## src/design/pspr_pkg.sv

```systemverilog
package pspr_pkg;

  localparam int unsigned ByteW     = 8;
  localparam int unsigned CodeW     = 6;
  localparam int unsigned CarryW    = 4;
  localparam int unsigned GroupW    = 2;
  localparam int unsigned EndFrameW = 14;
  localparam int unsigned FrameW    = 13;

  // Result queue depth. A byte can produce two results, so the queue must
  // hold at least two entries.
  localparam int unsigned QDepth = 4;
  localparam int unsigned QPtrW  = $clog2(QDepth);
  localparam int unsigned QCntW  = $clog2(QDepth + 1);

  // Boundaries and offsets of the six-bit character map.
  localparam logic [CodeW-1:0] CodeLastUpper = 6'd26;
  localparam logic [CodeW-1:0] CodeLastLower = 6'd52;
  localparam logic [CodeW-1:0] CodeLastDigit = 6'd62;
  localparam logic [ByteW-1:0] OffUpper      = 8'd64;
  localparam logic [ByteW-1:0] OffLower      = 8'd70;
  localparam logic [ByteW-1:0] OffDigit      = 8'd5;
  localparam logic [ByteW-1:0] AsciiUnder    = 8'd95;

  // Group positions inside a three-byte, four-character group.
  localparam logic [GroupW-1:0] GrpFirst  = 2'd0;
  localparam logic [GroupW-1:0] GrpSecond = 2'd1;
  localparam logic [GroupW-1:0] GrpThird  = 2'd2;

  typedef enum logic [5:0] {
    PH_NAME_LEN = 6'b000001,
    PH_NAME_DAT = 6'b000010,
    PH_FILE_LEN = 6'b000100,
    PH_FILE_DAT = 6'b001000,
    PH_TRAIL_HI = 6'b010000,
    PH_TRAIL_LO = 6'b100000
  } phase_e;

  typedef enum logic [1:0] {
    KIND_NAME    = 2'd0,
    KIND_FILE    = 2'd1,
    KIND_SAME    = 2'd2,
    KIND_TRAILER = 2'd3
  } kind_e;

  typedef struct packed {
    kind_e                        kind;
    logic [ByteW-1:0]             char_code;
    logic signed [EndFrameW-1:0]  stop_frame;
    logic                         flag_motion;
    logic                         flag_no_hitlag;
    logic                         flag_spare;
    logic                         last_of_run;
  } result_t;

  function automatic logic [ByteW-1:0] map_code(logic [CodeW-1:0] code);
    logic [ByteW-1:0] wide;
    wide = {{(ByteW - CodeW){1'b0}}, code};
    if (code == '0) begin
      return '0;
    end else if (code <= CodeLastUpper) begin
      return wide + OffUpper;
    end else if (code <= CodeLastLower) begin
      return wide + OffLower;
    end else if (code <= CodeLastDigit) begin
      return wide - OffDigit;
    end
    return AsciiUnder;
  endfunction

endpackage

```

## src/design/pspr_in_if.sv

```systemverilog
interface pspr_in_if;
  logic                        valid;
  logic                        ready;
  logic [pspr_pkg::ByteW-1:0]  in_byte;

  modport source (output valid, output in_byte, input ready);
  modport sink   (input valid, input in_byte, output ready);
endinterface

```

## src/design/pspr_out_if.sv

```systemverilog
interface pspr_out_if;
  logic                                    valid;
  logic                                    ready;
  logic [1:0]                              kind;
  logic [pspr_pkg::ByteW-1:0]              char_code;
  logic signed [pspr_pkg::EndFrameW-1:0]   stop_frame;
  logic                                    flag_motion;
  logic                                    flag_no_hitlag;
  logic                                    flag_spare;
  logic                                    last_of_run;

  modport source (
    output valid, output kind, output char_code, output stop_frame,
    output flag_motion, output flag_no_hitlag, output flag_spare,
    output last_of_run, input ready
  );
  modport sink (
    input valid, input kind, input char_code, input stop_frame,
    input flag_motion, input flag_no_hitlag, input flag_spare,
    input last_of_run, output ready
  );
endinterface

```

## src/design/packed_six_bit_record_parser_top.sv

```systemverilog
// Record stream parser for six-bit packed names. Each accepted input beat is
// one raw byte of the stream: a name length byte, the packed name codes, a
// file-name length byte, the packed file-name codes and two trailer bytes.
// Codes are packed big-endian, three bytes to four characters, and a length of
// L gives exactly L characters. A byte yields zero, one or two result beats:
// decoded ASCII characters of the name (kind 0) and file name (kind 1), a single
// kind 2 beat when the file-name length is zero (the file name is the name),
// and a kind 3 trailer beat carrying the 13-bit end frame (all ones reads as
// -1) and three flag bits. last_of_run marks the final result of each byte.
// Length bytes and the first trailer byte produce nothing, except the kind 2
// case. Throughput is one input byte per clock as long as each byte yields at
// most one result and the sink takes one beat per clock; the output side moves
// one result per clock while the sink is ready, so the second character of a
// byte that completes a group waits in a four-entry result queue. Each byte
// passes the input register, then the decode step that writes the queue and
// stalls while the queue has fewer than two free entries. When report_frame
// is clear the trailer beat carries zero for end frame and flags. The register
// resets to one and should only be written while the block is idle.
module packed_six_bit_record_parser_top (
  input  logic              clk_i,
  input  logic              rst_ni,
  input  logic              cfg_we_i,
  input  logic              cfg_wdata_i,
  pspr_in_if.sink           in_i,
  pspr_out_if.source        out_o
);

  localparam int unsigned ByteW  = pspr_pkg::ByteW;
  localparam int unsigned QPtrW  = pspr_pkg::QPtrW;
  localparam int unsigned QCntW  = pspr_pkg::QCntW;

  // Configuration register.
  logic report_frame_q;

  always_ff @(posedge clk_i or negedge rst_ni) begin
    if (!rst_ni) begin
      report_frame_q <= 1'b1;
    end else if (cfg_we_i) begin
      report_frame_q <= cfg_wdata_i;
    end
  end

  // Input register stage.
  logic             in_vld_q;
  logic [ByteW-1:0] in_byte_q;
  logic             proc;

  // The queue needs two free entries before a byte is decoded, since a byte
  // may produce two results.
  logic [QCntW-1:0] q_cnt_q;
  logic             q_room;

  assign q_room   = (q_cnt_q <= QCntW'(pspr_pkg::QDepth - 2));
  assign proc     = in_vld_q && q_room;
  assign in_i.ready = !in_vld_q || proc;

  always_ff @(posedge clk_i or negedge rst_ni) begin
    if (!rst_ni) begin
      in_vld_q <= 1'b0;
    end else if (in_i.ready) begin
      in_vld_q <= in_i.valid;
    end
  end

  always_ff @(posedge clk_i) begin
    if (in_i.ready && in_i.valid) begin
      in_byte_q <= in_i.in_byte;
    end
  end

  // Parser state.
  pspr_pkg::phase_e                 phase_q, phase_d;
  logic [ByteW-1:0]                 chars_left_q, chars_left_d;
  logic [pspr_pkg::GroupW-1:0]      group_pos_q, group_pos_d;
  logic [pspr_pkg::CarryW-1:0]      carry_q, carry_d;
  logic [ByteW-1:0]                 frame_high_q, frame_high_d;

  // Decode of the byte in the input register.
  pspr_pkg::result_t                res0, res1;
  logic                             push0, push1;
  pspr_pkg::kind_e                  chr_kind;
  logic [pspr_pkg::CodeW-1:0]       code0;
  logic [ByteW-1:0]                 left_a, left_b;
  logic [pspr_pkg::FrameW-1:0]      frame;
  logic signed [pspr_pkg::EndFrameW-1:0] frame_out;

  assign frame = {frame_high_q, in_byte_q[ByteW-1:3]};
  assign frame_out = (&frame) ? '1 : $signed({1'b0, frame});

  always_comb begin
    phase_d      = phase_q;
    chars_left_d = chars_left_q;
    group_pos_d  = group_pos_q;
    carry_d      = carry_q;
    frame_high_d = frame_high_q;
    push0        = 1'b0;
    push1        = 1'b0;
    res0         = '0;
    res1         = '0;
    chr_kind     = (phase_q == pspr_pkg::PH_NAME_DAT) ? pspr_pkg::KIND_NAME
                                                      : pspr_pkg::KIND_FILE;
    code0        = '0;
    left_a       = chars_left_q;
    left_b       = chars_left_q;

    unique case (phase_q)
      pspr_pkg::PH_NAME_DAT,
      pspr_pkg::PH_FILE_DAT: begin
        unique case (group_pos_q)
          pspr_pkg::GrpFirst: begin
            code0       = in_byte_q[7:2];
            carry_d     = {2'b00, in_byte_q[1:0]};
            group_pos_d = pspr_pkg::GrpSecond;
          end
          pspr_pkg::GrpSecond: begin
            code0       = {carry_q[1:0], in_byte_q[7:4]};
            carry_d     = in_byte_q[3:0];
            group_pos_d = pspr_pkg::GrpThird;
          end
          default: begin
            code0       = {carry_q, in_byte_q[7:6]};
            carry_d     = '0;
            group_pos_d = pspr_pkg::GrpFirst;
          end
        endcase
        push0 = (chars_left_q != '0);
        left_a = chars_left_q - ByteW'(push0);
        push1 = (group_pos_q != pspr_pkg::GrpFirst) &&
                (group_pos_q != pspr_pkg::GrpSecond) && (left_a != '0);
        left_b = left_a - ByteW'(push1);
        res0.kind      = chr_kind;
        res0.char_code = pspr_pkg::map_code(code0);
        res0.last_of_run = !push1;
        res1.kind      = chr_kind;
        res1.char_code = pspr_pkg::map_code(in_byte_q[5:0]);
        res1.last_of_run = 1'b1;
        chars_left_d = left_b;
        if (left_b == '0) begin
          phase_d     = (phase_q == pspr_pkg::PH_NAME_DAT) ? pspr_pkg::PH_FILE_LEN
                                                           : pspr_pkg::PH_TRAIL_HI;
          group_pos_d = pspr_pkg::GrpFirst;
          carry_d     = '0;
        end
      end
      pspr_pkg::PH_FILE_LEN: begin
        group_pos_d = pspr_pkg::GrpFirst;
        carry_d     = '0;
        if (in_byte_q == '0) begin
          push0            = 1'b1;
          res0.kind        = pspr_pkg::KIND_SAME;
          res0.last_of_run = 1'b1;
          phase_d          = pspr_pkg::PH_TRAIL_HI;
        end else begin
          chars_left_d = in_byte_q;
          phase_d      = pspr_pkg::PH_FILE_DAT;
        end
      end
      pspr_pkg::PH_TRAIL_HI: begin
        frame_high_d = in_byte_q;
        phase_d      = pspr_pkg::PH_TRAIL_LO;
      end
      pspr_pkg::PH_TRAIL_LO: begin
        push0            = 1'b1;
        res0.kind        = pspr_pkg::KIND_TRAILER;
        res0.last_of_run = 1'b1;
        if (report_frame_q) begin
          res0.stop_frame     = frame_out;
          res0.flag_motion    = in_byte_q[0];
          res0.flag_no_hitlag = in_byte_q[1];
          res0.flag_spare     = in_byte_q[2];
        end
        phase_d = pspr_pkg::PH_NAME_LEN;
      end
      default: begin
        // Expecting the name length; an empty name skips to the file name.
        group_pos_d = pspr_pkg::GrpFirst;
        carry_d     = '0;
        if (in_byte_q == '0) begin
          phase_d = pspr_pkg::PH_FILE_LEN;
        end else begin
          chars_left_d = in_byte_q;
          phase_d      = pspr_pkg::PH_NAME_DAT;
        end
      end
    endcase
  end

  always_ff @(posedge clk_i or negedge rst_ni) begin
    if (!rst_ni) begin
      phase_q      <= pspr_pkg::PH_NAME_LEN;
      chars_left_q <= '0;
      group_pos_q  <= pspr_pkg::GrpFirst;
      carry_q      <= '0;
      frame_high_q <= '0;
    end else if (proc) begin
      phase_q      <= phase_d;
      chars_left_q <= chars_left_d;
      group_pos_q  <= group_pos_d;
      carry_q      <= carry_d;
      frame_high_q <= frame_high_d;
    end
  end

  // Result queue. Up to two entries are written per cycle, at most one is read.
  pspr_pkg::result_t q_mem [pspr_pkg::QDepth];
  logic [QPtrW-1:0]  wr_ptr_q, rd_ptr_q;
  logic              do_push0, do_push1, do_pop;
  logic [QPtrW-1:0]  wr_ptr_next;

  assign do_push0    = proc && push0;
  assign do_push1    = proc && push1;
  assign do_pop      = out_o.valid && out_o.ready;
  assign wr_ptr_next = wr_ptr_q + QPtrW'(1);

  always_ff @(posedge clk_i) begin
    if (do_push0) begin
      q_mem[wr_ptr_q] <= res0;
    end
    if (do_push1) begin
      q_mem[wr_ptr_next] <= res1;
    end
  end

  always_ff @(posedge clk_i or negedge rst_ni) begin
    if (!rst_ni) begin
      wr_ptr_q <= '0;
      rd_ptr_q <= '0;
      q_cnt_q  <= '0;
    end else begin
      wr_ptr_q <= wr_ptr_q + QPtrW'(do_push0) + QPtrW'(do_push1);
      rd_ptr_q <= rd_ptr_q + QPtrW'(do_pop);
      q_cnt_q  <= q_cnt_q + QCntW'(do_push0) + QCntW'(do_push1) - QCntW'(do_pop);
    end
  end

  pspr_pkg::result_t head;
  assign head = q_mem[rd_ptr_q];

  assign out_o.valid          = (q_cnt_q != '0);
  assign out_o.kind           = head.kind;
  assign out_o.char_code      = head.char_code;
  assign out_o.stop_frame     = head.stop_frame;
  assign out_o.flag_motion    = head.flag_motion;
  assign out_o.flag_no_hitlag = head.flag_no_hitlag;
  assign out_o.flag_spare     = head.flag_spare;
  assign out_o.last_of_run    = head.last_of_run;

`ifndef ASSERT_OFF
  // The queue never holds more than its depth.
  a_q_bound: assert property (@(posedge clk_i) disable iff (!rst_ni)
    q_cnt_q <= QCntW'(pspr_pkg::QDepth))
    else $error("result queue overflow");

  // A second result only ever follows a first one from the same byte.
  a_push_order: assert property (@(posedge clk_i) disable iff (!rst_ni)
    do_push1 |-> do_push0)
    else $error("second result without first");

  // While in a data phase there is always at least one character to go.
  a_data_left: assert property (@(posedge clk_i) disable iff (!rst_ni)
    (phase_q == pspr_pkg::PH_NAME_DAT || phase_q == pspr_pkg::PH_FILE_DAT)
      |-> chars_left_q != '0)
    else $error("data phase with no characters left");

  // The low trailer byte always closes the record.
  a_trailer_end: assert property (@(posedge clk_i) disable iff (!rst_ni)
    (proc && phase_q == pspr_pkg::PH_TRAIL_LO) |=> phase_q == pspr_pkg::PH_NAME_LEN)
    else $error("record did not close after trailer");
`endif

endmodule

```

## src/flat_wrapper.sv

```systemverilog
// flat-port wrapper written by rule: the top's interface ports become plain ports
module packed_six_bit_record_parser_top_flat 
  (clk_i, rst_ni, cfg_we_i, cfg_wdata_i, in_i_valid, in_i_in_byte, in_i_ready, out_o_valid, out_o_kind, out_o_char_code, out_o_stop_frame, out_o_flag_motion, out_o_flag_no_hitlag, out_o_flag_spare, out_o_last_of_run, out_o_ready);
  pspr_in_if in_i_i ();
  pspr_out_if out_o_i ();
  input  logic clk_i;
  input  logic rst_ni;
  input  logic cfg_we_i;
  input  logic cfg_wdata_i;
  input wire logic [$bits(in_i_i.valid)-1:0] in_i_valid;
  input wire logic [$bits(in_i_i.in_byte)-1:0] in_i_in_byte;
  output wire logic [$bits(in_i_i.ready)-1:0] in_i_ready;
  output wire logic [$bits(out_o_i.valid)-1:0] out_o_valid;
  output wire logic [$bits(out_o_i.kind)-1:0] out_o_kind;
  output wire logic [$bits(out_o_i.char_code)-1:0] out_o_char_code;
  output wire logic [$bits(out_o_i.stop_frame)-1:0] out_o_stop_frame;
  output wire logic [$bits(out_o_i.flag_motion)-1:0] out_o_flag_motion;
  output wire logic [$bits(out_o_i.flag_no_hitlag)-1:0] out_o_flag_no_hitlag;
  output wire logic [$bits(out_o_i.flag_spare)-1:0] out_o_flag_spare;
  output wire logic [$bits(out_o_i.last_of_run)-1:0] out_o_last_of_run;
  input wire logic [$bits(out_o_i.ready)-1:0] out_o_ready;
  assign in_i_i.valid = in_i_valid;
  assign in_i_i.in_byte = in_i_in_byte;
  assign in_i_ready = in_i_i.ready;
  assign out_o_valid = out_o_i.valid;
  assign out_o_kind = out_o_i.kind;
  assign out_o_char_code = out_o_i.char_code;
  assign out_o_stop_frame = out_o_i.stop_frame;
  assign out_o_flag_motion = out_o_i.flag_motion;
  assign out_o_flag_no_hitlag = out_o_i.flag_no_hitlag;
  assign out_o_flag_spare = out_o_i.flag_spare;
  assign out_o_last_of_run = out_o_i.last_of_run;
  assign out_o_i.ready = out_o_ready;
  packed_six_bit_record_parser_top u_core (.clk_i(clk_i), .rst_ni(rst_ni), .cfg_we_i(cfg_we_i), .cfg_wdata_i(cfg_wdata_i), .in_i(in_i_i), .out_o(out_o_i));
endmodule
```

## config.mk

```make
export PLATFORM = sky130hd
export DESIGN_NAME = packed_six_bit_record_parser_top_flat
export DESIGN_NICKNAME = d
export VERILOG_FILES = /design/src/design/pspr_pkg.sv /design/src/design/pspr_in_if.sv /design/src/design/pspr_out_if.sv /design/src/design/packed_six_bit_record_parser_top.sv /design/src/flat_wrapper.sv
export SDC_FILE = /design/constraint.sdc
export NUM_CORES = 1
export LEC_CHECK = 0
export BUFFER_PORTS_ARGS = -buffer_cell sky130_fd_sc_hd__buf_2
export CORE_MARGIN = 2
export CORE_UTILIZATION = 50
export CTS_BUF_LIST = sky130_fd_sc_hd__clkbuf_16
export DETAILED_ROUTE_END_ITERATION = 16
export GPL_TIMING_DRIVEN = 1
export PLACE_DENSITY = 0.67
export SYNTH_ARGS = -nofsm -noshare
export SYNTH_HDL_FRONTEND = slang
export SYNTH_SLANG_ARGS = --single-unit
```

## constraint.sdc

```tcl
create_clock -name clk_i -period 14.5 [get_ports clk_i]
set_input_delay 2.9 -clock clk_i [delete_from_list [all_inputs] [get_ports clk_i]]
set_output_delay 2.9 -clock clk_i [all_outputs]
set_load 0.005 [all_outputs]
```

### Yosys cells after proc, flatten, opt, wreduce, memory -nomap -nowiden

Memories as Yosys holds them, arrays and structs flattened.
Cells that the tools add are included.

* bits in registers: 45
* bits in latches: 0
* bits in writable memories: 112
* memory bits (read-only): 0
* input bits: 14
* output and inout port bits: 30
* logic and storage cells: 122
* memories kept: 1

* $add $sub $neg: 15
* multipliers: 0
* divide/modulo/power cells: 0
* order comparisons: 7
* equal/unequal tests: 9
* shifts and indexed selects: 0
* multiplexer cells: 52
* bitwise logic cells: 1
* reduce and logical (&&, ||, !) cells: 26

Memory list
* u_core.q_mem: depth 4, width 28, read ports 1, clocked after memory_dff 0, write ports 2, RTL line packed_six_bit_record_parser_top.sv:205 `pspr_pkg::result_t q_mem [pspr_pkg::QDepth];`

Operators with widths (number)
* $mux 8: 12
* $mux 17: 2
* $add 6x7->8 const B: 4
* $le 6x6->1 const B: 4
* $pmux 6 s4: 1
* $mux 1: 18
* $logic_not 8->1: 2
* $pmux 4 s2: 2
* $pmux 8 s2: 1
* $reduce_bool 8->1: 2
* $sub 8x1->8: 2
* $mux 14: 1
* $sub 6x3->7 const B: 2
* $reduce_and 13->1: 1
* $le 6x5->1 const B: 2
* $logic_not 6->1: 2
* $mux 6: 2
* $pmux 6 s2: 1
* $mux 10: 1
* $mux 5: 2
* $pmux 2 s2: 2
* $logic_and 1x1->1: 7
* $add 2x1->2: 3
* $add 3x1->3: 2
* 25 further kinds: 32

### Longest topological paths before layout

Gate-level depths: netlist (run 1).

* word-level depth: 11
* gate-level depth with buffers: 21
* gate-level depth less buffers: 19

### Worst setup path after synthesis (run 1)

No wires, ideal clock.

* path type: reg-to-reg
* start: reg u_core.chars_left_q[4]
* end: reg u_core.phase_q[4]
* library setup time: 0.104 ns
* arrival: 4.760 ns
* data required time: 14.396 ns
* path slack: 9.636 ns
* cell stages (with the launch flop): 21
* path buffers: 2
* clock period less this slack: 4.864 ns
* cell sequence: dfrtp_1 > buf_6 > or4_4 > nor3b_1 > inv_1 > ha_1 > ha_1 > buf_2 > nor3b_1 > a2bb2oi_1 > o41ai_4 > inv_1 > ha_1 > ha_1 > nor2b_1 > a221oi_1 > o21ai_0 > xnor2_1 > o2111ai_1 > or2_2 > a221oi_1

* cells in the longest elaborated chain, start to end: 8

RTL lines
* from (decl): RTL line packed_six_bit_record_parser_top.sv:73 `logic [ByteW-1:0] chars_left_q, chars_left_d;`
* from (signal assigned): RTL line packed_six_bit_record_parser_top.sv:197 `chars_left_q <= chars_left_d;`
* $reduce_bool 8->1: RTL line packed_six_bit_record_parser_top.sv:126 `push0 = (chars_left_q != '0);`
* $sub 8x1->8 (*): RTL line packed_six_bit_record_parser_top.sv:127 `left_a = chars_left_q - ByteW'(push0);`
* $reduce_bool 8->1: RTL line packed_six_bit_record_parser_top.sv:129 `(group_pos_q != pspr_pkg::GrpSecond) && (left_a != '0);`
* $logic_and 1x1->1: RTL line packed_six_bit_record_parser_top.sv:129
* $sub 8x1->8 (*): RTL line packed_six_bit_record_parser_top.sv:130 `left_b = left_a - ByteW'(push1);`
* $logic_not 8->1 (*): RTL line packed_six_bit_record_parser_top.sv:138 `if (left_b == '0) begin`
* $ne 2x1->1 (no line) (*)
* $reduce_and 2->1 (no line) (*)
* to (signal assigned): RTL line packed_six_bit_record_parser_top.sv:190 `phase_q <= pspr_pkg::PH_NAME_LEN;`
* to (signal assigned): RTL line packed_six_bit_record_parser_top.sv:196 `phase_q <= phase_d;`
* to (decl): RTL line packed_six_bit_record_parser_top.sv:72 `pspr_pkg::phase_e phase_q, phase_d;`

Mark *: on every way between the ends. The rest lies on a longest branch, timed or not.
A chain may end at the register's enable or synchronous reset.

### Worst setup path after layout (run 1)

* start: reg u_core.chars_left_q[3]
* end: reg u_core.phase_q[4]

Same word-level chain as after synthesis.

==> impl_results.md, run 1 <==
* Status: finished, final reports clean
* Crit path time final at 5.811 ns
* # rows at 46
* GR Overflow Total at 0
* TNS Setup at 0 ns
* Post-synth ARST share at a little under a quarter
* Most frequent cells in the layout: nand2_1, dfxtp_1, o21ai_0, nor2_1, nand3_1
* Critical path cell sequence: or4_4, nor3b_1, inv_1, ha_1, ha_1, nor3b_1, a2bb2oi_1, o41ai_4, inv_1, ha_1, ha_1, nor2b_1, a221oi_1, o21ai_0, xnor2_1, o2111ai_1, or2_2, a221oi_1
* Final GP Congestion at between 0.9 and 1
* Detailed Route Iter0 Violations at about 450
* Critical Path Source Type: flop
* Reg2Reg Setup Slack at approximately 8.7 ns
* Leak Pwr at 3.358 nW
* PortBufs at 43
* Top FF cell, synth: dfxtp_1
* DRC at 0
* Critical path peak fanout at 13
* RSZ-0062 raised after global routing: false
* Core footprint at roughly 16000 sq um
* Worst-path clk slew at about 0.070 ns
* Slew Viols, Final at 0
* # hold bufs at CTS at 0
* Routed wire per std cell at between 15 and 20 um
* Latest clock arrival within the worst-skew pair at ~0.43 ns
* Layout net count at around 880
* Die Ht at around 130 um
* Crit-path most repeated cell: ha_1
* Rel. slew slack at a little under a third
* Fin area at 9102 sq um
* Clock buffer depth at 2
* Synth Area per Inst at 9.887 sq um
* Die ar. at between 15000 and 20000 sq um
* Worst Setup SP: u_core.chars_left_q[3]
* Detail Route Antenna Nets at 0
* Post-CTS sizing at 0
* Drt pass-1 iters at 7
* Total track usage at between 20% and 30%
* Post-CTS Setup Inserts at 0
* Hold Vio Cnt, Final at 0
* H-Tree Depth at 4
* Global-route wire length before repair at 33.73 mm
* Setup violators final at 0
* Area after DPL at ~8500 sq um
* Vias in the first global route at 6431
* Clk_skew at about 0.011 ns
* CTS Buf Count at 17
* Critical path endpoint: u_core.phase_q[4]
* Tightest Hold Check Type: reg -> reg
* Fill cells at around 1400
* Register area share after synthesis at ~46%
* Ys Warns at 0
* Initial core utilization at roughly half
* Clock tree sinks at ~160
* Flop and latch count out of synthesis at roughly 160
* Max frequency at 172.1 MHz
* Place WS at 8.716 ns
* Antenna cells at 0
* CP Data Required Time at between 10 and 15 ns
* Period utilization at 40.08%
* Slowest stage cell, crit path: or4_4
* Commonest non-fill, non-tap cell in the layout: nand2_1
* Cells on worst reg2reg path at 18
* Yosys cell types at 74
* DPL Wire Length at approximately 14 mm
* FF-to-FF End: u_core.phase_q[4]
* Critical Path Max Stage Delay at approximately 0.65 ns
* Setup CP Type: reg -> reg
* Cell count after synthesis at approximately 840
* Synth top area cells: dfxtp_1, edfxtp_1, dfrtp_1, mux4_2, o21ai_0
* Die width at 132.5 um
* EDFF count, synth at 48
* Max IR drop VDD at 0.0001361 V
* Least-Margin Pin Slew at 1.036 ns
* Layout cells sized above 1 at around 17%
* WP data arrival at a little over 6 ns
* Largest net degree at the start of global routing at 48
* R2R Path Start: u_core.chars_left_q[3]
* Post-route setup slack at 8.689 ns
* IO Count at 44
* Via density at a little over 6
* Antenna violations before repair at 0
* Clock root cell: clkbuf_16
* Max cap viols at 0
* CP endpoint kind: flop
* Synth-to-layout area growth at 10.26%
* Vias at between 6000 and 7000
* Area share of the largest cell type after synthesis at between 15 and 20%
* Detailed Route WL at 21.26 mm
* CTS tree: yes
* Area leader, netlist: dfxtp_1
* Synthesized area at between 8000 and 9000 sq um
* PD cells at around 200 nW/um^2
-- metrics by stage --
step	util [%]	instances	hold slack [ns]	total power, mW
after CTS	56.89	1076	0.4551	1.815
after global placement	53.19	1044	0.4369	1.352
after global routing	56.89	1076	0.4840	1.925
final	56.89	1076	0.4556	1.814
after floorplan	-	838	0.4257	1.174
after detailed placement	53.19	1044	0.4437	1.370
-- flip-flops by register name (all words and copies together) (netlist names), 2 cells and up --
name and flops:
u_core.q_mem 112, u_core.chars_left_q 8, u_core.frame_high_q 8, u_core.in_byte_q 8, u_core.phase_q 6, u_core.carry_q 4, u_core.q_cnt_q 3, u_core.group_pos_q 2
u_core.rd_ptr_q 2, u_core.wr_ptr_q 2
-- critical path, delay by kind of cell (launching register included) --
family | cells | cell delay [ns]
fa+ha+maj | 4 | 1.06
xor+xnor | 1 | 0.21
compound gates | 6 | 1.76
flops | 1 | 0.52
buf+inv | 2 | 0.21
simple gates | 5 | 1.92
-- kinds of logic (layout without fill, tap and decap cells) --
group | Yosys count | after routing | synth area share, %
mux | 45 | 45 | 9.806
compound gates | 221 | 221 | 16.79
buf+inv | 88 | 110 | 5.062
fa+ha+maj | 23 | 23 | 3.759
other cells | 1 | 4 | 0.04542
xor+xnor | 17 | 17 | 1.804
simple gates | 283 | 283 | 16.57
flops | 157 | 157 | 46.17
-- cells in the mapped netlist (all sizes together) (5+ instances only) --
cell	instances
o21ai	93
nand2	74
dfxtp	72
nor2	69
nand3	68
edfxtp	48
a21oi	46
clkbuf	35
dfrtp	35
buf	28
mux4	28
o22ai	26
inv	25
ha	20
mux2i	10
nor3	10
xor2	10
nand4	9
mux2	7
nor4	7
o211ai	7
or2	7
or3	7
xnor2	7
nand2b	6
nor2b	6
nor3b	6
and2	5
o21a	5
-- layer usage --
| layer | wire, um | vias to the layer above | track usage [%] |
|---|---|---|---|
| met3 | 1237 | 27 | 4.904 |
| li1 | - | 3109 | - |
| met1 | 9469 | 3239 | 33.37 |
| met4 | 267 | 0 | 8.124 |
| met5 | 0 | - | 0 |
| met2 | 10280 | 246 | 39.67 |
-- power breakdown --
part / internal (mW) / leakage, nW / switching (mW) / total (mW)
Combinational: 0.275 / 1.60 / 0.446 / 0.721
Clock: 0.233 / 0.291 / 0.209 / 0.441
Sequential: 0.526 / 1.46 / 0.126 / 0.652
Total: 1.03 / 3.36 / 0.781 / 1.81
-- worst min-delay path by stage --
stage / start / end / depth (start not counted)
floorplan: u_core.q_mem[3][27] / u_core.q_mem[3][27] / 2
global placement: u_core.q_mem[3][27] / u_core.q_mem[3][27] / 2
detailed placement: u_core.q_mem[3][27] / u_core.q_mem[3][27] / 2
CTS: u_core.q_mem[3][27] / u_core.q_mem[3][27] / 2
global route: u_core.q_mem[0][10] / u_core.q_mem[0][10] / 2
finish: u_core.q_mem[3][27] / u_core.q_mem[3][27] / 2
-- final cells by class --
| class | instances | area (sq um) | area share [%] |
|---|---|---|---|
| Timing Repair Buffer | 53 | 290.3 | 3.189 |
| Tap cell | 216 | 270.3 | 2.969 |
| Clock inverter | 15 | 166.4 | 1.828 |
| Multi-Input combinational cell | 593 | 4044 | 44.43 |
| Clock buffer | 17 | 425.4 | 4.674 |
| Inverter | 25 | 93.84 | 1.031 |
| Sequential cell | 157 | 3812 | 41.88 |
Note: power is estimated with default switching activity, not from simulation.
==> run 2: changes to the inputs <==
--- a/config.mk
+++ b/config.mk
@@ -5,13 +5,14 @@
 export SDC_FILE = /design/constraint.sdc
 export NUM_CORES = 1
 export LEC_CHECK = 0
+export ABC_AREA = 1
 export BUFFER_PORTS_ARGS = -buffer_cell sky130_fd_sc_hd__buf_2
 export CORE_MARGIN = 2
 export CORE_UTILIZATION = 50
 export CTS_BUF_LIST = sky130_fd_sc_hd__clkbuf_16
 export DETAILED_ROUTE_END_ITERATION = 16
 export GPL_TIMING_DRIVEN = 1
-export PLACE_DENSITY = 0.67
+export PLACE_DENSITY = 0.7
 export SYNTH_ARGS = -nofsm -noshare
 export SYNTH_HDL_FRONTEND = slang
 export SYNTH_SLANG_ARGS = --single-unit
==> constraint.sdc (replaced) <==
create_clock -name clk_i -period 4.9 [get_ports clk_i]
set_input_delay 0.98 -clock clk_i [delete_from_list [all_inputs] [get_ports clk_i]]
set_output_delay 0.98 -clock clk_i [all_outputs]
set_load 0.005 [all_outputs]
==> run 2 against run 1 <==
  * Global-route usage grew 0.79 points
  * Sequential share of layout area down 2.2 points
  * First-iteration DRC count increased by 60%
  * Clock skew shrank 0.00055 ns
  * Cell count is 34% higher
==> impl_results.md, run 2 <==
* Critical path cell sequence: nor2_1, nand4_1, ha_1, ha_1, nand2_1, nand2_2, inv_1, nand2_1, nor2_2, nand4_1, nand2_2, inv_1, ha_1, ha_1, nand2_1, nand3b_1, nor2_1, nand2_1, nor2_1, nand3_2, nand2_4, nand2_4, nand2_1, nand2_1
* Most frequent cell after synthesis: nand2_1
* Area share of the largest cell type after synthesis at 16.43% (-1.0 points)
* Rel. slew slack at 36.87% (+5.9 points)
* CTS tree: yes
* Flop and latch count out of synthesis at 157 (unchanged)
* RSZ-0062 raised after global routing: false
* Clock root cell: clkbuf_16
* PD cells at 615.2 nW/um^2 (+210%)
* TNS Setup at 0 ns (unchanged)
* Post-CTS Setup Inserts at 0 (unchanged)
* Setup CP Type: reg -> reg
* Top FF cell, synth: dfxtp_1
* Post-Layout Cell Count at 1441 (+34%)
* Clock buffer depth at 2 (unchanged)
* Cell count after synthesis at 1180 (+41%)
* WP data arrival at 4.26 ns (-1.87 ns)
* Final GP Congestion at 0.9070 (+0.59%)
* Via density at 5.371 (-13%)
* Die ar. at 18630 sq um (+6.1%)
* Slew Viols, Final at 0 (unchanged)
* Area leader, netlist: dfxtp_1
* Setup violators final at 0 (unchanged)
* Adder-cell share of the synthesized area at 3.536% (-0.22 points)
* Largest register FFs at 112 (unchanged)
* Core footprint at 17240 sq um (+7.7%)
* Most frequent cells after synthesis: nand2_1, inv_1, nor2_1, o21ai_0, o21ai_1
* Antenna violations before repair at 0 (unchanged)
* Synth top area cells: dfxtp_1, edfxtp_1, nand2_1, dfrtp_1, inv_1
* Largest family of logic cells by synthesized area: simple AND/OR/NAND/NOR gates
* Total track usage at 25.36% (+0.79 points)
* EDFF count, synth at 48 (unchanged)
* Vias in the first global route at 7266 (+13%)
* Period utilization at 80.23% (+40 points)
* CP endpoint kind: flop
* CTS Buf Count at 17 (unchanged)
* Synth-to-layout area growth at 9.554%
* Most frequent cells in the layout: nand2_1, inv_1, nor2_1, o21ai_0, o21ai_1
* Crit-path most repeated cell: nand2_1
* Initial core utilization at 50.91% (-0.69 points)
* Layout cells sized above 1 at 11.92% (-5.1 points)
* Largest net degree at the start of global routing at 58 (+21%)
* Clock tree sinks at 157 (unchanged)
* Post-Synth XOR/XNOR Area at 0.6987% (-1.1 points)
* Least-Margin Pin Slew at 0.9459 ns (-0.08991 ns)
* Detailed Route WL at 22.58 mm (+6.2%)
* Detailed Route Iter0 Violations at 723 (+60%)
* Simple-Gate Fraction of Synth Area at 28.33% (+12 points)
* Util after Layout at 55.77% (-1.1 points)
* Commonest non-fill, non-tap cell in the layout: nand2_1
* Drt pass-1 iters at 5 (-2)
* Placed insts at 1409 (+35%)
* # hold bufs at CTS at 0 (unchanged)
* Critical path peak fanout at 7 (-6)
* Die width at 136.5 um (+3.0%)
* Max frequency at 254.4 MHz (+48%)
* H-Tree Depth at 4 (unchanged)
* Leak Pwr at 4.639 nW (+38%)
* Layout net count at 1240 (+40%)
* Clk_skew at 0.01081 ns (-0.0005535 ns)
* IO Count at 44 (unchanged)
* # rows at 48 (+4.3%)
* Compound-Gate Fraction of Synth Area at 13.93% (-2.9 points)
* Critical Path Source Type: flop
* Latest clock arrival within the worst-skew pair at 0.44 ns (about the same)
* PortBufs at 43 (unchanged)
* Detail Route Antenna Nets at 0 (unchanged)
* Place WS at 1.058 ns (-7.658 ns)
* Worst-path clk slew at 0.07 ns (about the same)
* Crit path time final at 3.931 ns (-1.880 ns)
* Post-CTS sizing at 0 (unchanged)
* Max cap viols at 0 (unchanged)
* Synth Area per Inst at 7.436 sq um (-25%)
* Vias at 7740 (+17%)
* Yosys cell types at 46 (-38%)
* DRC at 0 (unchanged)
* Critical Path Max Stage Delay at 0.41 ns (-0.24 ns)
* Worst Hold Slack at 0.4857 ns (+0.03011 ns)
* Antenna cells at 0 (unchanged)
* Die Ht at 136.5 um (+3.0%)
* Register area share after synthesis at 43.43% (-2.7 points)
* Post-synth ARST share at 23.57% (unchanged)
* Post-synthesis mux area share at 0% (-9.8 points)
* Synthesized area at 8775 sq um (+6.3%)
* Status: finished, final reports clean
* GR Overflow Total at 0 (unchanged)
* Routed wire per std cell at 15.67 um (-21%)
* Hold Vio Cnt, Final at 0 (unchanged)
* Post-route setup slack at 0.9688 ns (-7.720 ns)
* Fill cells at 1610 (+16%)
* DPL Wire Length at 14.56 mm (+4.2%)
* Tightest Hold Check Type: reg -> reg
* Slowest stage cell, crit path: dfrtp_1
* CP Data Required Time at 5.22 ns (-9.60 ns)
* Global-route wire length before repair at 36.65 mm (+8.6%)
* Largest reg by FF count: u_core.q_mem
* Ys Warns at 0 (unchanged)
* Max IR drop VDD at 0.0003768 V (+180%)
-- run 2: cell count changes in the layout (fill, tap and decap cells not counted), moves of 15 or more --
cell,previous run,this run
nand2_1,73,349
inv_1,25,139
o21ai_1,24,82
nand3_1,68,38
a21oi_1,44,15
mux4_2,28,0
nor2_1,68,94
o21ai_0,69,87
nand4_1,9,24
-- run 2: power breakdown --
| part | total, mW | switching, mW | internal, mW |
|---|---|---|---|
| logic | 2.87 | 1.99 | 0.881 |
| registers | 1.72 | 0.179 | 1.54 |
| clock network | 1.32 | 0.602 | 0.719 |
-- run 2: area by class of cell --
| type | instances | area (sq um) | area share, % |
|---|---|---|---|
| inverters | 149 | 564.3 | 5.870 |
| repair buffers | 52 | 282.8 | 2.942 |
| multi-input cells | 826 | 4095 | 42.60 |
| well taps | 225 | 281.5 | 2.929 |
| flip-flops and latches | 157 | 3811 | 39.65 |
| clock inverters | 15 | 152.6 | 1.588 |
| clock buffers | 17 | 425.4 | 4.425 |
-- run 2: cells by family (layout without fill, tap and decap cells) --
logic type	Yosys count	after routing
DFF	157	157
adders and majority gates	23	23
buffers and inverters	200	233
xor gates and xnor gates	7	7
other	1	4
AOI/OAI and AO/OA	230	230
and+or+nand+nor	562	562
-- run 2: per-layer routing --
layer	track usage [%]	vias up	part of all wire, %
li1	-	3871	-
met1	33.48	3573	44
met2	41.42	266	48
met3	5.183	30	6.6
met4	8.681	0	1.7
met5	0	-	0
-- run 2: final timing paths --
path                                        startpoint                      to  slack (ns)  cells after the start
worst max-delay path            u_core.chars_left_q[3]       u_core.phase_q[1]        0.97                     24
worst min-delay path                 u_core.carry_q[2]       u_core.carry_q[2]        0.49                      2
worst max register to register  u_core.chars_left_q[3]       u_core.phase_q[1]        0.97                     24
worst min register to register       u_core.carry_q[2]       u_core.carry_q[2]        0.49                      2
max in group asynchronous                       rst_ni  u_core.frame_high_q[4]        3.69                      1
min in group asynchronous                       rst_ni  u_core.chars_left_q[4]        0.66                      1
-- run 2: through the flow --
stage	power [mW]	instance area [sq um]
global route	6.349	9613
floorplan	3.799	8786
detailed placement	4.577	9035
finish	5.914	9613
global placement	4.555	9035
CTS	5.898	9613
-- run 2: critical path: cells and delay by family (launching register included) --
| kind | cells | cell delay, ns |
|---|---|---|
| buffers and inverters | 2 | 0.16 |
| adder cells (fa/ha/maj) | 4 | 1.05 |
| flip-flops | 1 | 0.41 |
| AND/OR/NAND/NOR | 18 | 2.19 |
